==> src/hdl/shabsh_pkg.sv <==
package shabsh_pkg;

  typedef struct packed {
    logic [7:0] data_byte;
    logic       byte_valid;
    logic       end_of_message;
  } in_item_t;

  typedef struct packed {
    logic [31:0] digest_word;
    logic [2:0]  word_index;
    logic        last_word;
  } out_item_t;

  typedef struct packed {
    logic       wr_byte;
    logic [7:0] byte_val;
    logic [5:0] pos;
    logic       add_len;
    logic       wr_len;
    logic       init_work;
    logic       round_en;
    logic [5:0] rnd;
    logic       fold;
    logic       clear;
    logic [2:0] out_idx;
  } dp_cmd_t;

  localparam logic [7:0] PAD_BYTE     = 8'h80;
  localparam logic [5:0] LEN_POS      = 6'd56;
  localparam logic [5:0] LAST_POS     = 6'd63;
  localparam logic [5:0] LAST_ROUND   = 6'd63;
  localparam logic [2:0] LAST_WORD    = 3'd7;
  localparam logic [63:0] BITS_PER_BYTE = 64'd8;

  localparam logic [31:0] IV_TAB [8] = '{
    32'h6a09e667, 32'hbb67ae85, 32'h3c6ef372, 32'ha54ff53a,
    32'h510e527f, 32'h9b05688c, 32'h1f83d9ab, 32'h5be0cd19
  };

  localparam logic [31:0] K_TAB [64] = '{
    32'h428a2f98, 32'h71374491, 32'hb5c0fbcf, 32'he9b5dba5,
    32'h3956c25b, 32'h59f111f1, 32'h923f82a4, 32'hab1c5ed5,
    32'hd807aa98, 32'h12835b01, 32'h243185be, 32'h550c7dc3,
    32'h72be5d74, 32'h80deb1fe, 32'h9bdc06a7, 32'hc19bf174,
    32'he49b69c1, 32'hefbe4786, 32'h0fc19dc6, 32'h240ca1cc,
    32'h2de92c6f, 32'h4a7484aa, 32'h5cb0a9dc, 32'h76f988da,
    32'h983e5152, 32'ha831c66d, 32'hb00327c8, 32'hbf597fc7,
    32'hc6e00bf3, 32'hd5a79147, 32'h06ca6351, 32'h14292967,
    32'h27b70a85, 32'h2e1b2138, 32'h4d2c6dfc, 32'h53380d13,
    32'h650a7354, 32'h766a0abb, 32'h81c2c92e, 32'h92722c85,
    32'ha2bfe8a1, 32'ha81a664b, 32'hc24b8b70, 32'hc76c51a3,
    32'hd192e819, 32'hd6990624, 32'hf40e3585, 32'h106aa070,
    32'h19a4c116, 32'h1e376c08, 32'h2748774c, 32'h34b0bcb5,
    32'h391c0cb3, 32'h4ed8aa4a, 32'h5b9cca4f, 32'h682e6ff3,
    32'h748f82ee, 32'h78a5636f, 32'h84c87814, 32'h8cc70208,
    32'h90befffa, 32'ha4506ceb, 32'hbef9a3f7, 32'hc67178f2
  };

endpackage

==> src/hdl/shabsh_ctrl.sv <==
module shabsh_ctrl
  import shabsh_pkg::*;
(
  input  logic     clk,
  input  logic     rst_n,
  input  logic     in_valid,
  input  in_item_t in_data,
  output logic     in_stall,
  output logic     out_valid,
  input  logic     out_stall,
  output dp_cmd_t  cmd
);

  typedef enum logic [7:0] {
    S_IDLE  = 8'b0000_0001,
    S_PAD80 = 8'b0000_0010,
    S_PADZ  = 8'b0000_0100,
    S_LEN   = 8'b0000_1000,
    S_INIT  = 8'b0001_0000,
    S_RND   = 8'b0010_0000,
    S_FIN   = 8'b0100_0000,
    S_OUT   = 8'b1000_0000
  } state_t;

  state_t     state_r, state_nxt;
  logic [5:0] fill_r, fill_nxt;
  logic [5:0] rnd_r, rnd_nxt;
  logic [2:0] oidx_r, oidx_nxt;
  logic       fin_pend_r, fin_pend_nxt;
  logic       pad_r, pad_nxt;
  logic       ovf_r, ovf_nxt;
  logic       final_r, final_nxt;

  assign in_stall  = (state_r != S_IDLE);
  assign out_valid = (state_r == S_OUT);

  always_comb begin
    state_nxt    = state_r;
    fill_nxt     = fill_r;
    rnd_nxt      = rnd_r;
    oidx_nxt     = oidx_r;
    fin_pend_nxt = fin_pend_r;
    pad_nxt      = pad_r;
    ovf_nxt      = ovf_r;
    final_nxt    = final_r;
    cmd          = '0;
    cmd.pos      = fill_r;
    cmd.rnd      = rnd_r;
    cmd.out_idx  = oidx_r;
    unique case (state_r)
      S_IDLE: begin
        if (in_valid) begin
          if (in_data.byte_valid) begin
            cmd.wr_byte  = 1'b1;
            cmd.byte_val = in_data.data_byte;
            cmd.add_len  = 1'b1;
            fill_nxt     = fill_r + 6'd1;
            if (fill_r == LAST_POS) begin
              state_nxt    = S_INIT;
              fin_pend_nxt = in_data.end_of_message;
            end else if (in_data.end_of_message) begin
              state_nxt = S_PAD80;
            end
          end else if (in_data.end_of_message) begin
            state_nxt = S_PAD80;
          end
        end
      end
      S_PAD80: begin
        cmd.wr_byte  = 1'b1;
        cmd.byte_val = PAD_BYTE;
        ovf_nxt      = (fill_r >= LEN_POS);
        pad_nxt      = 1'b1;
        fill_nxt     = fill_r + 6'd1;
        state_nxt    = S_PADZ;
      end
      S_PADZ: begin
        if (ovf_r) begin
          if (fill_r == 6'd0) begin
            ovf_nxt   = 1'b0;
            state_nxt = S_INIT;
          end else begin
            cmd.wr_byte = 1'b1;
            fill_nxt    = fill_r + 6'd1;
          end
        end else if (fill_r == LEN_POS) begin
          state_nxt = S_LEN;
        end else begin
          cmd.wr_byte = 1'b1;
          fill_nxt    = fill_r + 6'd1;
        end
      end
      S_LEN: begin
        cmd.wr_len = 1'b1;
        final_nxt  = 1'b1;
        state_nxt  = S_INIT;
      end
      S_INIT: begin
        cmd.init_work = 1'b1;
        rnd_nxt       = 6'd0;
        state_nxt     = S_RND;
      end
      S_RND: begin
        cmd.round_en = 1'b1;
        rnd_nxt      = rnd_r + 6'd1;
        if (rnd_r == LAST_ROUND) begin
          state_nxt = S_FIN;
        end
      end
      S_FIN: begin
        cmd.fold = 1'b1;
        if (final_r) begin
          oidx_nxt  = 3'd0;
          state_nxt = S_OUT;
        end else if (pad_r) begin
          state_nxt = S_PADZ;
        end else if (fin_pend_r) begin
          state_nxt = S_PAD80;
        end else begin
          state_nxt = S_IDLE;
        end
      end
      S_OUT: begin
        if (!out_stall) begin
          oidx_nxt = oidx_r + 3'd1;
          if (oidx_r == LAST_WORD) begin
            cmd.clear    = 1'b1;
            fill_nxt     = 6'd0;
            fin_pend_nxt = 1'b0;
            pad_nxt      = 1'b0;
            ovf_nxt      = 1'b0;
            final_nxt    = 1'b0;
            state_nxt    = S_IDLE;
          end
        end
      end
      default: begin
        state_nxt = S_IDLE;
      end
    endcase
  end

  always_ff @(posedge clk) begin
    if (!rst_n) begin
      state_r    <= S_IDLE;
      fill_r     <= 6'd0;
      rnd_r      <= 6'd0;
      oidx_r     <= 3'd0;
      fin_pend_r <= 1'b0;
      pad_r      <= 1'b0;
      ovf_r      <= 1'b0;
      final_r    <= 1'b0;
    end else begin
      state_r    <= state_nxt;
      fill_r     <= fill_nxt;
      rnd_r      <= rnd_nxt;
      oidx_r     <= oidx_nxt;
      fin_pend_r <= fin_pend_nxt;
      pad_r      <= pad_nxt;
      ovf_r      <= ovf_nxt;
      final_r    <= final_nxt;
    end
  end

endmodule

==> src/hdl/shabsh_dp.sv <==
module shabsh_dp
  import shabsh_pkg::*;
(
  input  logic      clk,
  input  logic      rst_n,
  input  dp_cmd_t   cmd,
  output out_item_t out_data
);

  logic [31:0] win_r   [16];
  logic [31:0] work_r  [8];
  logic [31:0] chain_r [8];
  logic [63:0] total_r;

  logic [31:0] big_s0, big_s1, ch, maj, t1, t2;
  logic [31:0] sml_s0, sml_s1, w_new;
  logic [31:0] lane_word;

  function automatic logic [31:0] rotr(input logic [31:0] x, input int n);
    rotr = (x >> n) | (x << (32 - n));
  endfunction

  always_comb begin
    big_s1 = rotr(work_r[4], 6) ^ rotr(work_r[4], 11) ^ rotr(work_r[4], 25);
    ch     = (work_r[4] & work_r[5]) ^ (~work_r[4] & work_r[6]);
    t1     = work_r[7] + big_s1 + ch + K_TAB[cmd.rnd] + win_r[0];
    big_s0 = rotr(work_r[0], 2) ^ rotr(work_r[0], 13) ^ rotr(work_r[0], 22);
    maj    = (work_r[0] & work_r[1]) ^ (work_r[0] & work_r[2]) ^ (work_r[1] & work_r[2]);
    t2     = big_s0 + maj;
    sml_s0 = rotr(win_r[1], 7) ^ rotr(win_r[1], 18) ^ (win_r[1] >> 3);
    sml_s1 = rotr(win_r[14], 17) ^ rotr(win_r[14], 19) ^ (win_r[14] >> 10);
    w_new  = sml_s1 + win_r[9] + sml_s0 + win_r[0];
    lane_word = {cmd.byte_val, 24'h0} >> {cmd.pos[1:0], 3'b000};
  end

  always_ff @(posedge clk) begin
    if (cmd.round_en) begin
      for (int i = 0; i < 15; i++) begin
        win_r[i] <= win_r[i + 1];
      end
      win_r[15] <= w_new;
    end else if (cmd.wr_len) begin
      win_r[14] <= total_r[63:32];
      win_r[15] <= total_r[31:0];
    end else if (cmd.wr_byte) begin
      if (cmd.pos[1:0] == 2'd0) begin
        win_r[cmd.pos[5:2]] <= lane_word;
      end else begin
        win_r[cmd.pos[5:2]] <= win_r[cmd.pos[5:2]] | lane_word;
      end
    end
  end

  always_ff @(posedge clk) begin
    if (cmd.init_work) begin
      for (int i = 0; i < 8; i++) begin
        work_r[i] <= chain_r[i];
      end
    end else if (cmd.round_en) begin
      work_r[0] <= t1 + t2;
      work_r[1] <= work_r[0];
      work_r[2] <= work_r[1];
      work_r[3] <= work_r[2];
      work_r[4] <= work_r[3] + t1;
      work_r[5] <= work_r[4];
      work_r[6] <= work_r[5];
      work_r[7] <= work_r[6];
    end
  end

  always_ff @(posedge clk) begin
    if (!rst_n || cmd.clear) begin
      for (int i = 0; i < 8; i++) begin
        chain_r[i] <= IV_TAB[i];
      end
      total_r <= '0;
    end else begin
      if (cmd.fold) begin
        for (int i = 0; i < 8; i++) begin
          chain_r[i] <= chain_r[i] + work_r[i];
        end
      end
      if (cmd.add_len) begin
        total_r <= total_r + BITS_PER_BYTE;
      end
    end
  end

  assign out_data.digest_word = chain_r[cmd.out_idx];
  assign out_data.word_index  = cmd.out_idx;
  assign out_data.last_word   = (cmd.out_idx == LAST_WORD);

endmodule

==> src/hdl/sha256_byte_stream_hasher_core.sv <==
// Message bytes: one item per cycle while idle; every 64th byte stalls the input
// for a block compression (load, 64 rounds of the single round unit, chain update).
// End of message: padding (0x80 byte, zero bytes, 64-bit bit count), one or two
// compressions, then eight digest items, one per cycle while the output is not stalled.
// Synchronous active-low reset restores the initial chain value and clears the
// byte and bit counts; the block store needs no clearing and is ready at once.
module sha256_byte_stream_hasher_core
  import shabsh_pkg::*;
(
  input  logic      clk,
  input  logic      rst_n,
  input  logic      in_valid,
  input  in_item_t  in_data,
  output logic      in_stall,
  output logic      out_valid,
  input  logic      out_stall,
  output out_item_t out_data
);

  dp_cmd_t cmd;

  shabsh_ctrl u_ctrl (
    .clk       (clk),
    .rst_n     (rst_n),
    .in_valid  (in_valid),
    .in_data   (in_data),
    .in_stall  (in_stall),
    .out_valid (out_valid),
    .out_stall (out_stall),
    .cmd       (cmd)
  );

  shabsh_dp u_dp (
    .clk      (clk),
    .rst_n    (rst_n),
    .cmd      (cmd),
    .out_data (out_data)
  );

  a_no_accept_while_emitting: assert property (@(posedge clk) disable iff (!rst_n)
    (in_valid && !in_stall) |-> !out_valid)
    else $error("input item accepted while digest is being emitted");

  a_no_write_during_rounds: assert property (@(posedge clk) disable iff (!rst_n)
    cmd.round_en |-> (!cmd.wr_byte && !cmd.wr_len && !cmd.add_len))
    else $error("block store written during compression rounds");

  a_idle_after_last_word: assert property (@(posedge clk) disable iff (!rst_n)
    (out_valid && !out_stall && out_data.last_word) |=> (!out_valid && !in_stall))
    else $error("block not idle after final digest word");

  a_reset_idle: assert property (@(posedge clk)
    !rst_n |=> (!out_valid && !in_stall))
    else $error("block not idle after reset");

endmodule
==> config.mk <==
export PLATFORM = sky130hd
export DESIGN_NAME = sha256_byte_stream_hasher_core
export DESIGN_NICKNAME = d
export VERILOG_FILES = /design/src/hdl/shabsh_pkg.sv /design/src/hdl/shabsh_ctrl.sv /design/src/hdl/shabsh_dp.sv /design/src/hdl/sha256_byte_stream_hasher_core.sv
export SDC_FILE = /design/constraint.sdc
export NUM_CORES = 2
export LEC_CHECK = 0
export BUFFER_PORTS_ARGS = -buffer_cell sky130_fd_sc_hd__buf_2
export CORE_MARGIN = 1
export CORE_UTILIZATION = 50
export CTS_CLUSTER_SIZE = 16
export DETAILED_ROUTE_END_ITERATION = 10
export PLACE_DENSITY_LB_ADDON = 0.05
export SLEW_MARGIN = 20
export SYNTH_ARGS = -nofsm -noshare
export SYNTH_HDL_FRONTEND = slang
export SYNTH_SLANG_ARGS = --single-unit
export TNS_END_PERCENT = 10
==> constraint.sdc <==
create_clock -name clk -period 9.6 [get_ports clk]
set_input_delay 1.44 -clock clk [delete_from_list [all_inputs] [get_ports clk]]
set_output_delay 1.44 -clock clk [all_outputs]
set_load 0.01 [all_outputs]
==> results.cfg <==
[yosys]
synth.cell_area_sq_mm = 0.0778
ys.flop_type = edfxtp_1
ys_async_sr_fraction = 0
synth_cell_types = 88
synth_edf_count = 1024
yosysTopAreaCellShare = 0.395
synth_cells = 7621
seq_area_frac_synth = 0.420
synth_nets = 8228
synth_top_area_cell = edfxtp_1
synthTopCellsByArea = edfxtp_1, mux4_2, ha_1
synth_seq_cells = 1119
avgSynthCellArea_sq_um = 10.2
yosys_warnings = 0

[job]
max-cap-violations = 0

[power]
p_int_mw = 13.2
p_per_area_mw_per_mm2 = 260
p_switching_mw = 8.99
peakVddDrop_uv = 297
p_sw_frac = 0.405
sequentialPowerShare = 0.273
combPwrFrac = 0.496
total_leakage_power_nw = 32.5
finalPower_mw = 22.2
p_clk_frac = 0.231

[route]
antenna_left = 0
drc_errors = 12
viasPerCell = 6.33
wirelength_mm = 296
vias = 61700
wire_per_inst_um = 30.4
dr.pass1.iters = 11
drtIter0Drc = 6488

[clock_network]
htree_levels = 4
clk_pin_slew_ns = 0.06
cts.sinks = 1119
cts_made_buffers = 138
cts_tree = built
cts_root_buffer = clkbuf_16
clockBufferDepth = 3
clk-insertion-delay-late_ns = 0.81

[die]
core_sq_mm = 0.154
ios = 52
fp.dieH_um = 397
die_area_sq_mm = 0.157
initial_core_util = 0.505
rows = 144
die_w_um = 397

[critical_path]
crit_slowest_cell = fa_1
regToRegSetupSlack_ns = 0.39
cp.required_ns = 10.12
endpoint_kind = flip-flop
max_stage_delay_ns = 0.54
crit_top_cell = fa_1
arrival_ns = 9.72
crit_fanout = 25
path_class = flip-flop to flip-flop
cp-start-kind = flip-flop

[timing]
finalClockSkew_ns = 0.0396
setup_tns_ns = 0
max_freq_ghz = 0.109
max_slew_margin = 0.153
finalCritPeriodShare = 0.959
hold_viol = 0
final-setup-viol-count = 0
drv_slew = 0
worst_pin_slew_ns = 1.27
worst_hold_slack_ns = 0.507
post-route-min-period_ns = 9.21

[global_route]
grt_first_pass_wirelength_mm = 424
first_global_vias = 58600
grt_util_all_layers = 0.374
grt_max_degree = 165
overflow = 0
grt_antenna_before_repair = 8

[cells_and_area]
register_area_sq_mm = 0.0327
final_cell_mix = nand2_1, edfxtp_1, o21ai_0
final_common_cell = nand2_1
nets = 8210
multi_input_area_sq_mm = 0.0424
fill_cells = 13800
layout.cells.non_filler = 9756
syn2layout_area_growth_pct = 9.72
fin_util = 0.554
drive_gt1_frac = 0.120

[place]
dp_cells = 9500
gp_congestion = 0.994
hpwl_mm = 222
io_buffer_count = 51

[run_status]
status = complete, but fails checks
violations = DRC

[worst_hold_path]
hold_path_class = flip-flop to flip-flop
[layer usage]
metal / wire [um] / GRT usage
met5: 77 / 0
met4: 17400 / 0.191
met3: 23600 / 0.0607
met2: 137000 / 0.596
met1: 118000 / 0.494
[registers in the layout (all words and copies together) (netlist names), 3 cells and up, named ones only]
register / cells
u_dp.win_r: 512
u_dp.chain_r: 256
u_dp.work_r: 256
u_dp.total_r: 61
u_ctrl.state_r: 8
u_ctrl.fill_r: 6
u_ctrl.rnd_r: 6
u_ctrl.oidx_r: 3
[power by group through the flow]
stage	combinational (mW)	sequential (mW)	clock, mW
after floorplan	7.73	5.96	0
after CTS	10.9	6.03	5.17
after detailed placement	10.8	6.13	0
final	11.0	6.04	5.13
after global placement	10.7	6.13	0
after global routing	12.1	6.06	5.35
[path summary, 6_finish.rpt]
path         cells past startpoint                  to        startpoint
max                             39  u_dp.work_r[0][31]   u_ctrl.rnd_r[1]
min                              2    u_dp.total_r[61]  u_dp.total_r[61]
max reg2reg                     39  u_dp.work_r[0][31]   u_ctrl.rnd_r[1]
min reg2reg                      2    u_dp.total_r[61]  u_dp.total_r[61]
[through the flow]
stage / worst slack [ns] / instance area, sq um
after global placement: 0.0733 / 80900
after CTS: 0.0587 / 85200
after global routing: -0.00807 / 85400
after floorplan: 0.595 / 77800
final: 0.393 / 85400
after detailed placement: 0.0934 / 80900
[cells by family (layout without fill, tap and decap cells)]
| group | after synthesis | count (layout) | synth area share |
|---|---|---|---|
| compound gates | 1892 | 1892 | 0.146 |
| xor+xnor | 632 | 632 | 0.0711 |
| fa+ha+maj | 596 | 596 | 0.115 |
| buf+inv | 781 | 871 | 0.0382 |
| flops | 1119 | 1119 | 0.420 |
| mux | 365 | 365 | 0.0858 |
| other cells | 0 | 1 | 0 |
| simple gates | 2236 | 2236 | 0.125 |
[critical path: cells and delay by family, from the launching register on]
kind                     cells  cell delay (ns)
AO/OA/AOI/OAI               15             3.20
adder cells (fa/ha/maj)      8             3.06
AND/OR/NAND/NOR              7             1.10
buffers and inverters        6             0.64
XOR/XNOR                     3             0.54
flip-flops                   1             0.38
[final cells by class]
class,instances,area share
Multi-Input combinational cell,5721,0.497
Sequential cell,1119,0.383
Clock buffer,186,0.0435
Tap cell,2044,0.0300
Timing Repair Buffer,287,0.0247
Inverter,336,0.0149
Clock inverter,62,0.00715
Antenna cell,1,0.0000293
[synth_stat cells, types with 210 or more instances]
cell type and n:
a21o_1 210, a21oi_1 556, clkbuf_1 365, edfxtp_1 1024
ha_1 398, inv_1 334, mux4_2 230, nand2_1 1138
nor2_1 517, o21ai_0 631, xnor2_1 383, xor2_1 249
[what timing repair did]
item                                    4_1_cts  5_1_grt
buffers inserted                              0        1
endpoints found under the setup margin        0       11
hold endpoints to repair                      0        0
hold buffers                                  0        0
gates resized for setup                       0       18
Note: power is estimated with default switching activity, not from simulation.
